`src/hdl/spa_pkg.sv`:
```
// Shared types and constants for the sparse polynomial accumulator.
// No dependencies; imported by every module in hdl.
package spa_pkg;

  localparam int MAX_TERMS = 32;
  localparam int IDX_W     = $clog2(MAX_TERMS);
  localparam int CNT_W     = $clog2(MAX_TERMS + 1);
  localparam int COEF_W    = 32;
  localparam int EXPI_W    = 15;
  localparam int EXPO_W    = 16;

  typedef enum logic [1:0] {
    MODE_TERM = 2'd0,
    MODE_PROD = 2'd1,
    MODE_DUMP = 2'd2
  } mode_t;

  typedef enum logic [3:0] {
    S_IDLE,
    S_CHK,
    S_SRD,
    S_SCMP,
    S_SHR_RD,
    S_SHR_WR,
    S_SHL_RD,
    S_SHL_WR,
    S_DRD,
    S_DOUT
  } state_t;

  typedef struct packed {
    logic              en;
    logic [IDX_W-1:0]  addr;
    logic [EXPO_W-1:0] expo;
    logic [COEF_W-1:0] coef;
  } tbl_wr_t;

  typedef struct packed {
    logic gt;
    logic eq;
    logic sum_zero;
  } cmp_t;

endpackage

```
`src/hdl/spa_table.sv`:
```
// Term table: one write port, one read port with registered read data.
// Depends on spa_pkg.
module spa_table (
  input  logic                      clk,
  input  spa_pkg::tbl_wr_t          wr,
  input  logic [spa_pkg::IDX_W-1:0] raddr,
  output logic [spa_pkg::EXPO_W-1:0] rd_expo,
  output logic [spa_pkg::COEF_W-1:0] rd_coef
);
  import spa_pkg::*;

  logic [EXPO_W-1:0] expos [MAX_TERMS];
  logic [COEF_W-1:0] coefs [MAX_TERMS];

  always_ff @(posedge clk) begin
    if (wr.en) begin
      expos[wr.addr] <= wr.expo;
      coefs[wr.addr] <= wr.coef;
    end
  end

  always_ff @(posedge clk) begin
    rd_expo <= expos[raddr];
    rd_coef <= coefs[raddr];
  end

endmodule

```
`src/hdl/spa_unit.sv`:
```
// Shared arithmetic unit: registered term (product or direct), exponent
// compare and coefficient merge add. Depends on spa_pkg.
module spa_unit (
  input  logic                       clk,
  input  logic                       ld,
  input  logic                       prod_sel,
  input  logic signed [spa_pkg::COEF_W-1:0] coef,
  input  logic [spa_pkg::EXPI_W-1:0] expo,
  input  logic signed [spa_pkg::COEF_W-1:0] coef_b,
  input  logic [spa_pkg::EXPI_W-1:0] expo_b,
  input  logic [spa_pkg::EXPO_W-1:0] rd_expo,
  input  logic [spa_pkg::COEF_W-1:0] rd_coef,
  output logic [spa_pkg::EXPO_W-1:0] term_expo,
  output logic [spa_pkg::COEF_W-1:0] term_coef,
  output logic                       term_zero,
  output logic [spa_pkg::COEF_W-1:0] sum,
  output spa_pkg::cmp_t              cmp
);
  import spa_pkg::*;

  logic [COEF_W-1:0] prod;
  logic [EXPO_W-1:0] esum;

  assign prod = COEF_W'(coef * coef_b);
  assign esum = EXPO_W'(expo) + EXPO_W'(expo_b);

  always_ff @(posedge clk) begin
    if (ld) begin
      term_coef <= prod_sel ? prod : COEF_W'(coef);
      term_expo <= prod_sel ? esum : EXPO_W'(expo);
    end
  end

  assign term_zero    = (term_coef == '0);
  assign sum          = rd_coef + term_coef;
  assign cmp.gt       = (rd_expo > term_expo);
  assign cmp.eq       = (rd_expo == term_expo);
  assign cmp.sum_zero = (sum == '0);

endmodule

```
`src/hdl/sparse_polynomial_accumulator.sv`:
```
// Top level: sequencer, term count and result register of the accumulator.
// Depends on spa_pkg, spa_table and spa_unit.
//
//  channel | handshake          | fields
//  --------+--------------------+----------------------------------------------
//  command | start / busy       | mode, coef, expo, coef_b, expo_b
//  result  | strobe, one cycle  | out_coef, out_expo, last, empty_res, status
//
// Insert: check state, read and compare per entry compared, a read on reaching
// the end of the table, read and write per entry moved, a read to place a new
// term or close a removal, then the result beat. The single table read port sets
// the pace. Dump: check, read and output per term. Unused mode, zero term: check.
// Reset clears the sequencer and term count; the table itself needs no clear.
// An insert beat and the last dump beat coincide with the fall of busy; no stall.
module sparse_polynomial_accumulator (
  input  logic                       clk,
  input  logic                       rst,
  input  logic                       start,
  output logic                       busy,
  input  logic [1:0]                 mode,
  input  logic signed [31:0]         coef,
  input  logic [14:0]                expo,
  input  logic signed [31:0]         coef_b,
  input  logic [14:0]                expo_b,
  output logic                       strobe,
  output logic signed [31:0]         out_coef,
  output logic [15:0]                out_expo,
  output logic                       last,
  output logic                       empty_res,
  output logic                       status
);
  import spa_pkg::*;

  localparam logic [CNT_W-1:0] MAX_CNT = CNT_W'(MAX_TERMS);

  state_t            state, state_next;
  logic [1:0]        mode_q, mode_q_next;
  logic [CNT_W-1:0]  pos, pos_next;
  logic [CNT_W-1:0]  j, j_next;
  logic [CNT_W-1:0]  count, count_next;

  logic              accept;
  tbl_wr_t           wr;
  logic [CNT_W-1:0]  raddr_w;
  logic [EXPO_W-1:0] rd_expo, term_expo;
  logic [COEF_W-1:0] rd_coef, term_coef, sum;
  logic              term_zero;
  cmp_t              cmp;

  logic              emit, emit_last, emit_empty, emit_status;
  logic [COEF_W-1:0] emit_coef;
  logic [EXPO_W-1:0] emit_expo;
  logic [CNT_W-1:0]  j_dec, j_inc;

  assign busy   = (state != S_IDLE);
  assign accept = start && !busy;
  assign j_dec  = j - 1'b1;
  assign j_inc  = j + 1'b1;

  spa_table u_table (
    .clk     (clk),
    .wr      (wr),
    .raddr   (raddr_w[IDX_W-1:0]),
    .rd_expo (rd_expo),
    .rd_coef (rd_coef)
  );

  spa_unit u_unit (
    .clk       (clk),
    .ld        (accept),
    .prod_sel  (mode == MODE_PROD),
    .coef      (coef),
    .expo      (expo),
    .coef_b    (coef_b),
    .expo_b    (expo_b),
    .rd_expo   (rd_expo),
    .rd_coef   (rd_coef),
    .term_expo (term_expo),
    .term_coef (term_coef),
    .term_zero (term_zero),
    .sum       (sum),
    .cmp       (cmp)
  );

  always_ff @(posedge clk) begin
    if (rst) begin
      state  <= S_IDLE;
      count  <= '0;
      strobe <= 1'b0;
    end else begin
      state  <= state_next;
      count  <= count_next;
      strobe <= emit;
    end
  end

  always_ff @(posedge clk) begin
    mode_q    <= mode_q_next;
    pos       <= pos_next;
    j         <= j_next;
    out_coef  <= emit_coef;
    out_expo  <= emit_expo;
    last      <= emit_last;
    empty_res <= emit_empty;
    status    <= emit_status;
  end

  always_comb begin
    state_next  = state;
    mode_q_next = mode_q;
    pos_next    = pos;
    j_next      = j;
    count_next  = count;
    raddr_w     = '0;
    wr          = '0;
    emit        = 1'b0;
    emit_coef   = '0;
    emit_expo   = '0;
    emit_last   = 1'b1;
    emit_empty  = 1'b0;
    emit_status = 1'b0;
    case (state)
      S_IDLE: begin
        if (accept) begin
          mode_q_next = mode;
          state_next  = S_CHK;
        end
      end
      S_CHK: begin
        case (mode_q)
          MODE_TERM, MODE_PROD: begin
            if (term_zero) begin
              emit       = 1'b1;
              state_next = S_IDLE;
            end else begin
              pos_next   = '0;
              state_next = S_SRD;
            end
          end
          MODE_DUMP: begin
            if (count == '0) begin
              emit       = 1'b1;
              emit_empty = 1'b1;
              state_next = S_IDLE;
            end else begin
              j_next     = '0;
              state_next = S_DRD;
            end
          end
          default: begin
            emit       = 1'b1;
            state_next = S_IDLE;
          end
        endcase
      end
      S_SRD: begin
        raddr_w = pos;
        if (pos == count) begin
          if (count == MAX_CNT) begin
            emit        = 1'b1;
            emit_status = 1'b1;
            state_next  = S_IDLE;
          end else begin
            j_next     = count;
            state_next = S_SHR_RD;
          end
        end else begin
          state_next = S_SCMP;
        end
      end
      S_SCMP: begin
        if (cmp.gt) begin
          pos_next   = pos + 1'b1;
          state_next = S_SRD;
        end else if (cmp.eq) begin
          if (cmp.sum_zero) begin
            j_next     = pos;
            state_next = S_SHL_RD;
          end else begin
            wr.en      = 1'b1;
            wr.addr    = pos[IDX_W-1:0];
            wr.expo    = term_expo;
            wr.coef    = sum;
            emit       = 1'b1;
            state_next = S_IDLE;
          end
        end else if (count == MAX_CNT) begin
          emit        = 1'b1;
          emit_status = 1'b1;
          state_next  = S_IDLE;
        end else begin
          j_next     = count;
          state_next = S_SHR_RD;
        end
      end
      S_SHR_RD: begin
        raddr_w = j_dec;
        if (j == pos) begin
          wr.en      = 1'b1;
          wr.addr    = pos[IDX_W-1:0];
          wr.expo    = term_expo;
          wr.coef    = term_coef;
          count_next = count + 1'b1;
          emit       = 1'b1;
          state_next = S_IDLE;
        end else begin
          state_next = S_SHR_WR;
        end
      end
      S_SHR_WR: begin
        wr.en      = 1'b1;
        wr.addr    = j[IDX_W-1:0];
        wr.expo    = rd_expo;
        wr.coef    = rd_coef;
        j_next     = j_dec;
        state_next = S_SHR_RD;
      end
      S_SHL_RD: begin
        raddr_w = j_inc;
        if (j_inc == count) begin
          count_next = count - 1'b1;
          emit       = 1'b1;
          state_next = S_IDLE;
        end else begin
          state_next = S_SHL_WR;
        end
      end
      S_SHL_WR: begin
        wr.en      = 1'b1;
        wr.addr    = j[IDX_W-1:0];
        wr.expo    = rd_expo;
        wr.coef    = rd_coef;
        j_next     = j_inc;
        state_next = S_SHL_RD;
      end
      S_DRD: begin
        raddr_w    = j;
        state_next = S_DOUT;
      end
      S_DOUT: begin
        emit      = 1'b1;
        emit_coef = rd_coef;
        emit_expo = rd_expo;
        emit_last = (j_inc == count);
        if (j_inc == count) begin
          count_next = '0;
          state_next = S_IDLE;
        end else begin
          j_next     = j_inc;
          state_next = S_DRD;
        end
      end
      default: begin
        state_next = S_IDLE;
      end
    endcase
  end

`ifndef SYNTHESIS
  a_count_cap: assert property (@(posedge clk) disable iff (rst)
    count <= MAX_CNT)
    else $error("term count above capacity");

  a_accept_busy: assert property (@(posedge clk) disable iff (rst)
    accept |=> busy)
    else $error("accepted command did not raise busy");

  a_full_only: assert property (@(posedge clk) disable iff (rst)
    strobe && status |-> count == MAX_CNT)
    else $error("full status with room in the table");

  a_mid_dump: assert property (@(posedge clk) disable iff (rst)
    strobe && !last |-> !status && !empty_res && busy)
    else $error("non-final beat outside a dump");
`endif

endmodule
```
`config.mk`:
```
export PLATFORM = sky130hd
export DESIGN_NAME = sparse_polynomial_accumulator
export DESIGN_NICKNAME = d
export VERILOG_FILES = /design/src/hdl/spa_pkg.sv /design/src/hdl/spa_table.sv /design/src/hdl/spa_unit.sv /design/src/hdl/sparse_polynomial_accumulator.sv
export SDC_FILE = /design/constraint.sdc
export NUM_CORES = 2
export LEC_CHECK = 0
export CELL_PAD_IN_SITES_DETAIL_PLACEMENT = 1
export CELL_PAD_IN_SITES_GLOBAL_PLACEMENT = 1
export CORE_MARGIN = 3
export CORE_UTILIZATION = 40
export DETAILED_ROUTE_END_ITERATION = 12
export DONT_BUFFER_PORTS = 1
export PLACE_DENSITY_LB_ADDON = 0.08
export SYNTH_ARGS = -nofsm -noshare
export SYNTH_HDL_FRONTEND = slang
export SYNTH_SLANG_ARGS = --single-unit
export TNS_END_PERCENT = 30
```
`constraint.sdc`:
```
create_clock -name clk -period 9.7 [get_ports clk]
set_clock_uncertainty 0.1 [all_clocks]
set_input_delay 1.455 -clock clk [delete_from_list [all_inputs] [get_ports clk]]
set_output_delay 1.455 -clock clk [all_outputs]
set_load 0.01 [all_outputs]
```
==> results summary <==
The die is 467.5 um wide. Post-CTS repair changed the size of 0 cells. The die covers 218,500 um^2. The cell sitting at the root of the clock tree is a clkbuf_16.

The final RePlAce weighted congestion is 0.7981. The clock passes through at most 3 buffers. 152 I/O pins were placed. The residual overflow from global routing is 0.

In this run the static leakage power is 31.74 nW. After technology mapping, the gate count stands at 5,777. The final layout net count is 6,501. The number of buffers added by the clock tree synthesis step is 181. In this run the worst setup path begins at coef_b[2]. Registers are responsible for 28.8% of the overall power. For this run, the number of standard cells in the final layout without fillers is 8,740. The detailed-router iteration count before antenna repair is 5. The switching fraction of total power is 37.77%. The path depth of the worst reg2reg path is 16. By area the synthesized netlist is led by edfxtp_1 56%, mux4_2 10%, fa_1 9.7%. The sequential area share after synthesis is 58.92%.

The share of total power in the clock network is about a quarter. The analysis attributes to net switching a power of 0.01084 W. The mean instance size in the synthesized netlist is 14.74 um^2. In this run the worst setup path terminates at u_unit.term_coef[23]. The wire length of the first global-routing pass is ~380 mm.

Measured against its own limit, the worst slew margin works out to between 7 and 8%. The endpoint identified for the worst register-to-register timing path is u_table.coefs[2][12]. The total global routing track utilization came out at 24.03%. The count of endpoints failing hold in the final timing report came out at 0. The clock input transition at the sequential cells of the worst setup and hold paths is around 0.060 ns. The required time of the critical path came out at between 10 and 15 ns. At the pin with the least slew margin, the transition time is 1.383 ns.

The critical path in this run is classified as input port to register. The synthesized flop and latch total is 1,708. The cell taking the most area after synthesis is edfxtp_1.

The synthesized netlist contains 93 unique library cells. The tool flagged a number of max-cap violations equal to 0. The number of slew-limit violations in the final report came out at 0. At the end of the flow the core is filled with cells to 45.05%. Dividing the detail-routed wire length by the instance count gives 29.81 um.

Summed over its instances, the top area cell type makes up 56.34% of the synthesized netlist area. After layout, the worst path uses between 80% and 90% of the clock period. The routed layout has 49,119 vias. The area fraction in compound gates after synthesis is 3.524%. The final antenna-violating net count is 0.

The Yosys warning count is 0. The combined area of all synthesized cells is 85,180 um^2. The number of global-route vias before repair came out at ~53,000. The total negative setup slack is 0 ns. The arithmetic-cell share of the synthesized area counting full adders, half adders and majority gates came out at about an eighth.

The number of flops mapped to enable cells by yosys is 1,598. The number of setup buffers added after CTS came out at 0. The standard-cell row count came out at ~170. The insertion delay to the later sink of the worst-skew pair is 0.83 ns. The first routing iteration left ~4,200 violations. For this run, the leading register cell type out of synthesis is edfxtp_1. The most common cell after layout, fill and taps aside is edfxtp_1.

The power per cell area came out at 302.5 nW/um^2. The area taken by multi-input logic gates is 32,410 um^2. The proportion of layout cells with a drive suffix above 1 is 14.80%. Fill cells in the final layout number 20,814. In this run, post-CTS hold repair placed 0 buffers. After layout, the worst setup slack is 1.881 ns. The critical path data arrival time came out at 8.22 ns. The maximum level of the CTS H-tree is 4.

The run finished with clean final reports. Setup violations remaining at the end of the flow were counted as 0. The combinational power share came out at 47.1%. The largest net degree at the start of global routing came out at between 100 and 150. The largest family of logic cells by synthesized area is adder cells. The proportion of synthesized area in mux cells came out at 10.20%.

Synthesis produced a netlist with a net count of 6,506. Setup repair after global routing left no endpoint under its margin. STA classifies the critical path endpoint as a register.

Cell internal power was estimated by the tool at 0.01786 W. The share of flip-flops with an asynchronous set or reset after synthesis is 0%. The xor/xnor cell area share of the yosys netlist is around 1.5%. The sequential cell area came out at 50,190 um^2.

Counting tap cells, the placed design contains a total of 8,394 instances. In the routed layout, each cell is associated on average with a via count of 5.620. The count of buffers added on input and output ports is 0. The clock sink count is 1,708.

The top cell types in the final layout, fill and taps aside, are 1,598 x edfxtp_1, 724 x nand2_1, 469 x inv_1. STA classifies the critical path startpoint as an input port. The fmax is around 130 MHz. The estimated wirelength of the detail-placed design came out at ~160 mm. The register-to-register path setup slack is 2.21 ns. The number of antenna violations at the first check in global routing is 15. For this run, design rule violations remaining after detail routing come to 0.

The initial cell density of the core is 40.44%. The pre-CTS worst setup slack came out at 1.050 ns. The simple logic cell fraction of the synthesized area is 9.486%.

Of all nets on the critical path, the largest fanout is 30. The final critical-path required period came out at 7.820 ns. TritonCTS built the clock tree. The beginning of the worst register-to-register path is u_unit.term_coef[0].

The overall die height is 467.5 um. The total wire length after detailed routing is 260.6 mm. The placeable core region is 210,600 um^2. Relative to the synthesized area, the layout overhead comes to 11.39%. The peak ir drop on the vdd network is 0.6829 mV. The min-delay analysis places its worst path in the category register to register.
[flip-flops by register name, summed over array words and instances, names as in the netlist, 16 cells and up]
signal and flops:
u_table.coefs 1024, u_table.expos 512, out_coef 32, u_table.rd_coef 32
u_unit.term_coef 32, out_expo 16, u_table.rd_expo 16, u_unit.term_expo 16
[how the worst min path moves through the flow]
stage / startpoint / endpoint / slack [ns] / cells after the start
after CTS: u_table.rd_expo[5] / out_expo[5] / 0.42 / 1
after global routing: u_table.rd_expo[5] / out_expo[5] / 0.44 / 1
final: u_table.rd_expo[4] / out_expo[4] / 0.42 / 1
after global placement: u_table.rd_expo[4] / out_expo[4] / 0.41 / 1
after detailed placement: u_table.rd_expo[5] / out_expo[5] / 0.42 / 1
after floorplan: u_table.rd_expo[0] / out_expo[0] / 0.34 / 2
[cells in the mapped netlist (59+ instances only)]
| master | count |
|---|---|
| buf_1 | 59 |
| mux4_2 | 384 |
| fa_1 | 411 |
| nor2_1 | 91 |
| o21ai_0 | 163 |
| ha_1 | 219 |
| dfxtp_1 | 110 |
| and2_1 | 409 |
| xnor2_1 | 100 |
| nand2_1 | 725 |
| nand3_1 | 267 |
| edfxtp_1 | 1598 |
| clkbuf_1 | 239 |
| inv_1 | 469 |
| a21oi_1 | 85 |
[layout make-up]
cell class | instances | share of cell area [%]
multi-input combinational | 3292 | 34.16
tap | 2805 | 3.699
clock inverter | 100 | 1.085
clock buffer | 238 | 5.183
inverter | 469 | 1.856
antenna | 8 | 0.02110
sequential | 1708 | 52.90
timing repair buffer | 120 | 1.095
[power by group through the flow]
| stage | Combinational (W) | Clock [W] | Sequential, W |
|---|---|---|---|
| after floorplan | 0.00995 | 0 | 0.00833 |
| after global placement | 0.0134 | 0 | 0.00843 |
| after detailed placement | 0.0136 | 0 | 0.00842 |
| after CTS | 0.0137 | 0.00709 | 0.00827 |
| after global routing | 0.0153 | 0.00739 | 0.00827 |
| final | 0.0135 | 0.00693 | 0.00827 |
[cell families after synthesis]
kind of cell | count (synthesis)
AOI/OAI and AO/OA | 462
xor gates and xnor gates | 148
adders and majority gates | 630
buffers and inverters | 777
DFF | 1708
muxes | 388
and+or+nand+nor | 1664
[layer usage]
metal	part of all wire, %	vias to the layer above	GRT usage [%]
li1	-	20933	-
met1	45	26707	34.69
met2	48	1222	39.03
met3	5.0	257	3.457
met4	1.8	0	4.669
met5	0	-	0
[metrics by stage]
stage / instance area (um^2) / hold slack [ns] / power, W
after global routing: 94860 / 0.4373 / 0.03095
after detailed placement: 88910 / 0.4174 / 0.02200
after global placement: 88910 / 0.4099 / 0.02186
after CTS: 94860 / 0.4233 / 0.02909
after floorplan: 85180 / 0.3366 / 0.01828
final: 94880 / 0.4216 / 0.02870
[critical path: stages]
cell and delay [ns]:
and2_1 0.16, fa_1 0.53, inv_1 0.05, fa_1 0.45, fa_1 0.49, inv_1 0.05
fa_1 0.53, ha_1 0.22, ha_1 0.27, inv_1 0.08, fa_1 0.42, fa_1 0.49
inv_1 0.04, ha_1 0.23, or3_1 0.38, o21ai_0 0.13, a211oi_1 0.16, or3_1 0.47
a2111o_1 0.49, and2_1 0.16, a311o_1 0.34, a21o_1 0.18, a21oi_1 0.17, xor2_1 0.15
o21ai_0 0.08
No activity file was read; power rests on OpenSTA's default activity.
